<file path="config.mk">
export PLATFORM = sky130hd
export DESIGN_NAME = lgp_scan
export DESIGN_NICKNAME = d
export VERILOG_FILES = /design/src/rtl/lgp_pkg.sv /design/src/rtl/lgp_scan.sv
export SDC_FILE = /design/constraint.sdc
export NUM_CORES = 1
export LEC_CHECK = 0
export BUFFER_PORTS_ARGS = -buffer_cell sky130_fd_sc_hd__buf_4
export CORE_MARGIN = 10
export CORE_UTILIZATION = 55
export CTS_BUF_LIST = sky130_fd_sc_hd__clkbuf_8
export CTS_CLUSTER_DIAMETER = 200
export DETAILED_ROUTE_END_ITERATION = 10
export GPL_ROUTABILITY_DRIVEN = 0
export GPL_TIMING_DRIVEN = 0
export PLACE_DENSITY = 0.86
export SYNTH_ARGS = -nofsm -noshare
export SYNTH_HDL_FRONTEND = slang
export SYNTH_SLANG_ARGS = --single-unit
</file>
<file path="constraint.sdc">
create_clock -name clk_i -period 2.45 [get_ports clk_i]
set_clock_uncertainty 0.05 [all_clocks]
set_input_delay 0.1225 -clock clk_i [delete_from_list [all_inputs] [get_ports clk_i]]
set_output_delay 0.1225 -clock clk_i [all_outputs]
set_load 0.005 [all_outputs]
</file>
<file path="src/rtl/lgp_pkg.sv">
// ----------------------------------------------------------------------------
// lgp_pkg
// Shared constants, codes and types of the light gun and pad port.
// ----------------------------------------------------------------------------
`default_nettype none

package lgp_pkg;

  // screen geometry and sensor window
  localparam int unsigned SCREEN_WIDTH = 256;
  localparam int unsigned SCREEN_LINES = 240;
  localparam int unsigned WIN_HALF     = 8;
  localparam int unsigned BEAM_LAG     = 32;

  // frame store: one brightness flag per pixel, addressed {row, col}
  localparam int unsigned FS_DEPTH = SCREEN_WIDTH * SCREEN_LINES;
  localparam int unsigned FS_AW    = 16;

  // configuration register indexes
  localparam logic CFG_ALLOW_OPP = 1'b0;
  localparam logic CFG_HIT_THR   = 1'b1;

  // command codes
  typedef enum logic [2:0] {
    FUNC_FRAME  = 3'd0,
    FUNC_PIXEL  = 3'd1,
    FUNC_PORT   = 3'd2,
    FUNC_PAD    = 3'd3,
    FUNC_SENSOR = 3'd4
  } func_e;

  // sensor search request
  typedef struct packed {
    logic [7:0] aim_col;
    logic [7:0] aim_row;
    logic [8:0] beam_line;
    logic [8:0] beam_dot;
    logic       rendering;
  } scan_req_t;

  // sensor search status
  typedef struct packed {
    logic busy;
    logic done;
    logic dark;
  } scan_stat_t;

  // bright palette entries seen by the sensor
  function automatic logic is_bright(input logic [5:0] color);
    is_bright = color inside {6'h10, [6'h20:6'h2D], [6'h30:6'h3D]};
  endfunction

endpackage

`default_nettype wire

</file>
<file path="src/rtl/lgp_scan.sv">
// ----------------------------------------------------------------------------
// lgp_scan
// Sensor search sequencer: walks the window around the aim point through
// the frame store, one pixel per cycle, and counts bright pixels.
// ----------------------------------------------------------------------------
`default_nettype none

module lgp_scan (
  input  wire                      clk_i,
  input  wire                      rst_ni,
  input  wire                      go_i,
  input  lgp_pkg::scan_req_t       req_i,
  input  wire [8:0]                hit_thr_i,
  input  wire                      fs_rdata_i,
  output logic [lgp_pkg::FS_AW-1:0] fs_raddr_o,
  output lgp_pkg::scan_stat_t      stat_o
);
  import lgp_pkg::*;

  typedef enum logic [1:0] {
    S_IDLE,
    S_SCAN,
    S_DRAIN,
    S_DONE
  } state_e;

  state_e     state_q, state_d;
  logic [7:0] r_q, r_d;
  logic [7:0] c_q, c_d;
  logic [7:0] c0_q, c0_d;
  logic [7:0] c1_q, c1_d;
  logic [7:0] re_q, re_d;
  logic [8:0] bl_q, bl_d;
  logic [8:0] bd_q, bd_d;
  logic       off_q, off_d;
  logic       rd_vld_q, rd_vld_d;
  logic [8:0] count_q, count_d;

  logic       off;
  logic [7:0] r0, c0, c1;
  logic [8:0] c1_sum, lag, rs, re_a, re_m, re;
  logic       empty;
  logic       hit_end;

  // window bounds from the request
  always_comb begin
    off    = req_i.aim_row >= 8'(SCREEN_LINES);
    r0     = (req_i.aim_row >= 8'(WIN_HALF)) ? req_i.aim_row - 8'(WIN_HALF) : 8'd0;
    c0     = (req_i.aim_col >= 8'(WIN_HALF)) ? req_i.aim_col - 8'(WIN_HALF) : 8'd0;
    c1_sum = {1'b0, req_i.aim_col} + 9'(WIN_HALF - 1);
    c1     = (c1_sum > 9'(SCREEN_WIDTH - 1)) ? 8'(SCREEN_WIDTH - 1) : c1_sum[7:0];
    lag    = (req_i.beam_line >= 9'(BEAM_LAG)) ? req_i.beam_line - 9'(BEAM_LAG) : 9'd0;
    rs     = ({1'b0, r0} > lag) ? {1'b0, r0} : lag;
    re_a   = {1'b0, req_i.aim_row} + 9'(WIN_HALF - 1);
    re_m   = (re_a < req_i.beam_line) ? re_a : req_i.beam_line;
    re     = (re_m < 9'(SCREEN_LINES - 1)) ? re_m : 9'(SCREEN_LINES - 1);
    empty  = rs > re;
  end

  // on the beam row only pixels left of the beam are drawn
  assign hit_end = ({1'b0, r_q} == bl_q) && ({1'b0, c_q} >= bd_q);

  // next state and counters
  always_comb begin
    state_d  = state_q;
    r_d      = r_q;
    c_d      = c_q;
    c0_d     = c0_q;
    c1_d     = c1_q;
    re_d     = re_q;
    bl_d     = bl_q;
    bd_d     = bd_q;
    off_d    = off_q;
    rd_vld_d = 1'b0;
    count_d  = (rd_vld_q && fs_rdata_i) ? count_q + 1'b1 : count_q;
    case (state_q)
      S_IDLE: begin
        if (go_i) begin
          count_d = '0;
          off_d   = off;
          r_d     = rs[7:0];
          c_d     = c0;
          c0_d    = c0;
          c1_d    = c1;
          re_d    = re[7:0];
          bl_d    = req_i.beam_line;
          bd_d    = req_i.beam_dot;
          if (off || !req_i.rendering || empty) begin
            state_d = S_DONE;
          end else begin
            state_d = S_SCAN;
          end
        end
      end
      S_SCAN: begin
        if (hit_end) begin
          state_d = S_DRAIN;
        end else begin
          rd_vld_d = 1'b1;
          if (c_q == c1_q) begin
            if (r_q == re_q) begin
              state_d = S_DRAIN;
            end else begin
              r_d = r_q + 1'b1;
              c_d = c0_q;
            end
          end else begin
            c_d = c_q + 1'b1;
          end
        end
      end
      S_DRAIN: begin
        state_d = S_DONE;
      end
      S_DONE: begin
        state_d = S_IDLE;
      end
      default: begin
        state_d = S_IDLE;
      end
    endcase
  end

  always_ff @(posedge clk_i or negedge rst_ni) begin
    if (!rst_ni) begin
      state_q  <= S_IDLE;
      rd_vld_q <= 1'b0;
      off_q    <= 1'b0;
      count_q  <= '0;
      r_q      <= '0;
      c_q      <= '0;
      c0_q     <= '0;
      c1_q     <= '0;
      re_q     <= '0;
      bl_q     <= '0;
      bd_q     <= '0;
    end else begin
      state_q  <= state_d;
      rd_vld_q <= rd_vld_d;
      off_q    <= off_d;
      count_q  <= count_d;
      r_q      <= r_d;
      c_q      <= c_d;
      c0_q     <= c0_d;
      c1_q     <= c1_d;
      re_q     <= re_d;
      bl_q     <= bl_d;
      bd_q     <= bd_d;
    end
  end

  assign fs_raddr_o  = {r_q, c_q};
  assign stat_o.busy = state_q != S_IDLE;
  assign stat_o.done = state_q == S_DONE;
  assign stat_o.dark = off_q | (count_q < hit_thr_i);

endmodule

`default_nettype wire

</file>
==> flow_summary.yaml, run 1 <==
sta:
  min_period_ns: 4.14
  slew_viol_final: 0
  rsz0062_at_grt: "true"
  worst_pin_slew_ns: 0.888
  finalCritPeriodShare_pct: 169
  max-slew-margin-rel_pct: 40.8
  finalWorstSetupSlack_ns: -1.69
  final-setup-viol-count: 11
  hold_violations: 0
  max_freq_mhz: 242
place:
  dp_slack_ns: -1.95
  post-dp-hpwl_mm: 11.9
  portBuffers: 63
setup_path:
  crit_path_max_fanout: 10
  crit_type: "in2reg"
  crit_required_ns: 2.64
  max_stage_delay_ns: 0.39
  path_cells: "buf_4 -> inv_1 -> ha_2 -> nand2b_1 -> and2_1 -> inv_1 -> ha_1 -> o21ai_0 -> o21bai_1 -> a21oi_2 -> o21ai_4 -> clkbuf_4 -> nor2_1 -> a211oi_2 -> ha_1 -> o21ai_2 -> a21oi_1 -> o21a_1 -> a2111oi_4 -> o2111ai_2 -> a32oi_1 -> o22ai_1"
  crit_arrival_ns: 4.33
  worst-path-buf-inv: 4
  cp-end-kind: "flop"
  critPathTopFamily: "compound AO/OA/AOI/OAI gates"
  cpMaxStageDelayCell: "a2111oi_4"
  start_kind: "input pin"
grt:
  grt_max_degree: 72
  grt_use_total_pct: 23.5
  grt_antenna_before_repair: 0
  grt_pass1_wl_mm: 27.9
  overflow: 0
  grt_pass1_vias: 5798
power:
  power_mw: 6.99
  p_per_area_nw_per_um2: 926
  ir_drop_mv: 0.447
  p_leak_nw: 3.50
route:
  vias: 5880
  route.detailed.drc: 0
  drt_first_pass_iters: 6
  avgRoutedWirePerCell_um: 20.6
  drt_iter0_markers: 610
  ant_nets: 0
  wl_met2_mm: 9.87
  top_layer: "met4"
  met1_length_mm: 6.88
  route.met3.wl_mm: 1.50
  vias_per_cell: 6.27
  drt_wl_total_mm: 19.3
cells_and_area:
  multi_input_area_um2: 3920
  layout-drive-gt1-share_pct: 29.6
  ff_latch_area_um2: 1780
  nFillCells: 617
  num_antenna_cells: 0
  nNetsFinal: 905
  area_growth_pct: 37.8
run_status:
  outcome: "finished with violations"
  violations: "negative setup slack"
logic_synthesis:
  synthFlopType: "dfrtp_1"
  synth_area_per_cell_um2: 8.40
  synth_commonest_cells: "nand2_1 (83), dfrtp_1 (71), ha_1 (57)"
  synth_fa_ha_area_share_pct: 13.0
  synth-seq-cells: 71
  yosys.area.top_type: "dfrtp_1"
  syn-cell-area_um2: 5480
  ys_warn_count: 0
  synthMuxAreaShare_pct: 2.81
  netlist_top_cells_area: "dfrtp_1 (32%), ha_1 (13%), nand2_1 (5.7%)"
  syn_inst: 652
  synthSimpleGateAreaFrac_pct: 19.9
  synth_top_family_by_area: "simple AND/OR/NAND/NOR gates"
  ys_types: 55
  synthXorXnorAreaFrac_pct: 7.83
  yosysSeqAreaShare_pct: 32.4
  postSynth.asyncResetShare_pct: 100
  synth_compound_area_share_pct: 18.8
  synth_nets: 757
  synth_enable_flop_cells: 0
  yosysTopAreaCellShare_pct: 32.4
  yosysMostFrequentCell: "nand2_1"
job:
  max_cap_violations: 0
die:
  die_x_um: 120
  rows: 36
  coreArea_um2: 9730
  design.die.area_um2: 14400
  io_pins: 67
  initial_core_util_pct: 56.3
  die_y_um: 120
clock_tree:
  tritoncts: "built"
  cts.clk_slew.worst_paths_ns: 0.08
  clockRootBuffer: "clkbuf_8"
  cts_buffer_depth: 2
  clock_latency_ns: 0.37
  htreeDepth: 3
  clock_sinks: 71
  cts_buffers: 9
min_path:
  holdCritPathClass: "in2reg"
## what timing repair did
action / 4_1_cts / 5_1_grt
setup buffers: 35 / 29
resized for setup: 35 / 80
hold buffers: 12 / 1
setup endpoints to repair: 25 / 27
pin swaps: 11 / 50
endpoints found under the hold margin: 82 / 1
## worst paths after layout
check                      depth (start not counted)          to      start  slack [ns]
min                                                3     c0_q[1]  req_i[28]        0.04
min reg2reg                                        2     c0_q[1]    c0_q[1]        0.44
min in group asynchronous                          2  count_q[6]     rst_ni        0.38
max                                               22  state_q[1]  req_i[20]       -1.69
max in group asynchronous                          2      c_q[2]     rst_ni        1.33
max reg2reg                                       10      r_q[7]     c_q[0]       -0.10
## cells by family (layout without fill, tap and decap cells)
| family | after synthesis | in the layout |
|---|---|---|
| simple gates | 231 | 231 |
| compound gates | 154 | 154 |
| buf+inv | 75 | 228 |
| flops | 71 | 71 |
| fa+ha+maj | 57 | 57 |
| xor+xnor | 49 | 49 |
| mux | 14 | 14 |
| other cells | 1 | 1 |
## per-layer routing
layer / vias to the layer above / GRT usage [%]
li1: 2595 / -
met1: 2771 / 25.8
met2: 397 / 41.7
met3: 117 / 4.64
met4: 0 / 12.7
met5: - / 0
## layout make-up
type | count | share of cell area, %
plain buffers | 22 | 1.33
clock buffers | 10 | 1.82
clock inverters | 6 | 0.911
inverters | 50 | 2.63
multi-input cells | 506 | 51.9
flip-flops and latches | 71 | 23.6
well taps | 133 | 2.20
repair buffers | 140 | 15.6
## flip-flops by register name (all words and copies together), names as in the netlist
name,cells
count_q,9
rd_vld_q,1
bd_q,9
r_q,8
c0_q,8
off_q,1
state_q,2
bl_q,9
c1_q,8
re_q,8
c_q,8
## worst register-to-register path: stages (launching register included)
cell and delay, ns:
dfrtp_2 0.47, inv_1 0.11, ha_1 0.29, nor2b_1 0.05
o21ai_0 0.22, a21oi_1 0.11, a211o_2 0.39, and4_1 0.21
clkbuf_1 0.18, and4_1 0.25, a211oi_2 0.14
## power by group
group / internal (mW) / switching, mW
registers: 1.69 / 0.561
logic: 1.79 / 1.98
clock network: 0.503 / 0.476
total: 3.98 / 3.02
## cells in the final DEF, fill, tap and decap left out, drive strengths merged, types with 4 or more instances in the layout
cell type	n
a211oi	13
o21ai	50
nand3	21
dlygate4sd3	13
nor2b	5
o211ai	4
xnor2	27
a221o	5
nand2b	10
o32ai	5
buf	128
or3	5
and2	6
clkbuf	31
mux2	11
a221oi	7
o22ai	4
nor3	8
nor2	54
nand4	11
inv	50
a31oi	8
dfrtp	71
a211o	4
and3	14
xor2	22
o21bai	4
a21oi	25
nand2	83
ha	57
## metrics by stage
| stage | util, % | instances | setup TNS, ns | instance area (um2) | hold slack [ns] |
|---|---|---|---|---|---|
| 4_1_cts | 71.5 | 909 | -3.43 | 6960 | 0.00337 |
| 6_report | 77.6 | 938 | -6.12 | 7550 | 0.0397 |
| 3_3_place_gp | 63.9 | 848 | -11.46 | 6220 | 0.236 |
| 2_1_floorplan | - | 652 | -3.83 | 5580 | -0.223 |
| 3_5_place_dp | 63.9 | 848 | -14.34 | 6220 | 0.248 |
| 5_1_grt | 77.6 | 938 | -7.38 | 7550 | 0.0716 |
Power figures use the tool's default switching activity.
==> run 2: changes to the inputs <==
--- a/config.mk
+++ b/config.mk
@@ -13,6 +13,7 @@
 export DETAILED_ROUTE_END_ITERATION = 10
 export GPL_ROUTABILITY_DRIVEN = 0
 export GPL_TIMING_DRIVEN = 0
+export MAX_ROUTING_LAYER = met4
 export PLACE_DENSITY = 0.86
 export SYNTH_ARGS = -nofsm -noshare
 export SYNTH_HDL_FRONTEND = slang
==> run 2 against run 1 <==
The flow still finishes with violations (negative setup slack). Critical path type unchanged. Register-to-register slack got worse by 0.03 ns. Non-clock buffer count down 4. Total power down 0.93%. Largest cell class unchanged.
==> flow_summary.yaml, run 2 (same netlist as run 1, synthesis figures left out) <==
cells_and_area:
  layout-drive-gt1-share_pct: 28.8
  stdcell_area_um2: 7500
  postLayoutCoreUtil_pct: 77.1
  num_antenna_cells: 0
  nNetsFinal: 901
  area_growth_pct: 36.9
  nFillCells: 625
  largestRegisters: "bd_q (9), bl_q (9), count_q (9)"
  final_cell_mix: "buf_4 (105), nand2_1 (79), dfrtp_1 (67)"
  instances_no_fill: 934
  final_common_cell: "buf_4"
setup_path:
  crit_arrival_ns: 4.34
  critPathLaunch: "req_i[20]"
  crit_path_max_fanout: 5
  crit_required_ns: 2.63
  timing.rr.end: "r_q[7]"
  r2r_cells: 9
  start_kind: "input pin"
  cp-end-kind: "flop"
  r2r_slack_ns: -0.13
  crit_end: "state_q[1]"
  worst_r2r_startpoint: "c_q[1]"
  crit_type: "in2reg"
sta:
  max_freq_mhz: 241
  max-slew-margin-rel_pct: 40.0
  worst_pin_slew_ns: 0.900
  final-setup-viol-count: 12
  slew_viol_final: 0
  hold_violations: 0
  fin_setup_tns_ns: -6.12
  finalCritPeriodShare_pct: 170
  rsz0062_at_grt: "true"
  min_period_ns: 4.16
  finalWorstSetupSlack_ns: -1.71
min_path:
  holdCritPathClass: "in2reg"
grt:
  grt_pass1_wl_mm: 27.9
  grt_use_total_pct: 24.1
  overflow: 0
  grt_pass1_vias: 5808
  grt_max_degree: 72
  grt_antenna_before_repair: 0
place:
  portBuffers: 63
  placedInstanceArea_um2: 6220
  place_inst: 848
  post-dp-hpwl_mm: 11.9
route:
  drt_wl_total_mm: 19.2
  avgRoutedWirePerCell_um: 20.5
  vias: 5810
  route.detailed.drc: 0
  vias_per_cell: 6.22
  ant_nets: 0
  drt_iter0_markers: 667
  drt_first_pass_iters: 6
clock_tree:
  clock_latency_ns: 0.36
  cts_buffers: 9
  cts_buffer_depth: 2
  clockRootBuffer: "clkbuf_8"
  cts.clk_slew.worst_paths_ns: 0.08
  tritoncts: "built"
  clock_sinks: 71
  htreeDepth: 3
run_status:
  outcome: "finished with violations"
  violations: "negative setup slack"
power:
  ir_drop_mv: 0.414
  p_per_area_nw_per_um2: 924
  p_leak_nw: 3.47
  clkPwrFrac_pct: 14.1
  p_int_mw: 3.94
  switching_share_pct: 43.1
  power_mw: 6.93
  switchingPower_mw: 2.99
  combPwrFrac_pct: 53.6
  p_seq_share_pct: 32.3
die:
  initial_core_util_pct: 56.3
  die_x_um: 120
  io_pins: 67
  die_y_um: 120
  coreArea_um2: 9730
  design.die.area_um2: 14400
  rows: 36
job:
  max_cap_violations: 0
[run 2: worst max-delay path: stages]
cell,delay (ns)
buf_4,0.14
inv_1,0.11
ha_2,0.23
nand2b_1,0.15
and2_1,0.25
inv_1,0.07
ha_1,0.26
o21ai_0,0.21
o21bai_1,0.13
a21oi_2,0.21
o21ai_4,0.10
mux2_4,0.38
buf_4,0.16
a211oi_1,0.55
ha_1,0.36
o21a_1,0.19
o21bai_1,0.19
o2111ai_2,0.17
a32oi_1,0.25
o22ai_1,0.11
[run 2: cell type report]
type / instances / area [um2] / area share [%]
Sequential cell: 71 / 1780 / 23.8
Tap cell: 133 / 166 / 2.22
Clock inverter: 6 / 68.8 / 0.917
Buffer: 22 / 101 / 1.35
Multi-Input combinational cell: 506 / 3910 / 52.1
Clock buffer: 10 / 138 / 1.83
Inverter: 50 / 199 / 2.65
Timing Repair Buffer: 136 / 1140 / 15.2
[run 2: power groups by stage]
stage	Clock, mW	Combinational, mW	Sequential, mW
after floorplan	0	2.14	2.06
after global placement	0	2.88	2.19
after detailed placement	0	3.04	2.21
after CTS	0.967	3.21	2.22
after global routing	1.03	4.07	2.28
final	0.976	3.72	2.24
[run 2: timing repair]
| action | CTS | global route |
|---|---|---|
| gates cloned | 0 | 0 |
| setup endpoints to repair | 25 | 27 |
| resized for setup | 35 | 77 |
| pin swaps | 11 | 45 |
| hold buffers | 12 | 1 |
| endpoints found under the hold margin | 82 | 1 |
| setup buffers | 35 | 25 |
[run 2: worst min path at each step]
stage	cells after the start	start	end
5_1_grt	3	req_i[10]	re_q[0]
6_report	3	req_i[28]	c0_q[1]
3_5_place_dp	1	rst_ni	count_q[6]
2_1_floorplan	0	rst_ni	bd_q[0]
3_3_place_gp	1	rst_ni	count_q[6]
4_1_cts	2	req_i[19]	re_q[0]
[run 2: routing by layer]
layer	GRT usage [%]	vias to the layer above	share of wire, %
met5	-	-	0
met3	4.22	126	7.3
met2	41.6	344	51
met1	25.9	2745	36
met4	13.1	0	6.2
li1	-	2595	-
[run 2: through the flow]
stage | setup WS [ns] | hold slack [ns]
after floorplan | -1.25 | -0.223
after global placement | -1.76 | 0.236
after detailed placement | -1.95 | 0.248
after CTS | -1.31 | 0.00337
after global routing | -1.82 | 0.0648
final | -1.71 | 0.0466
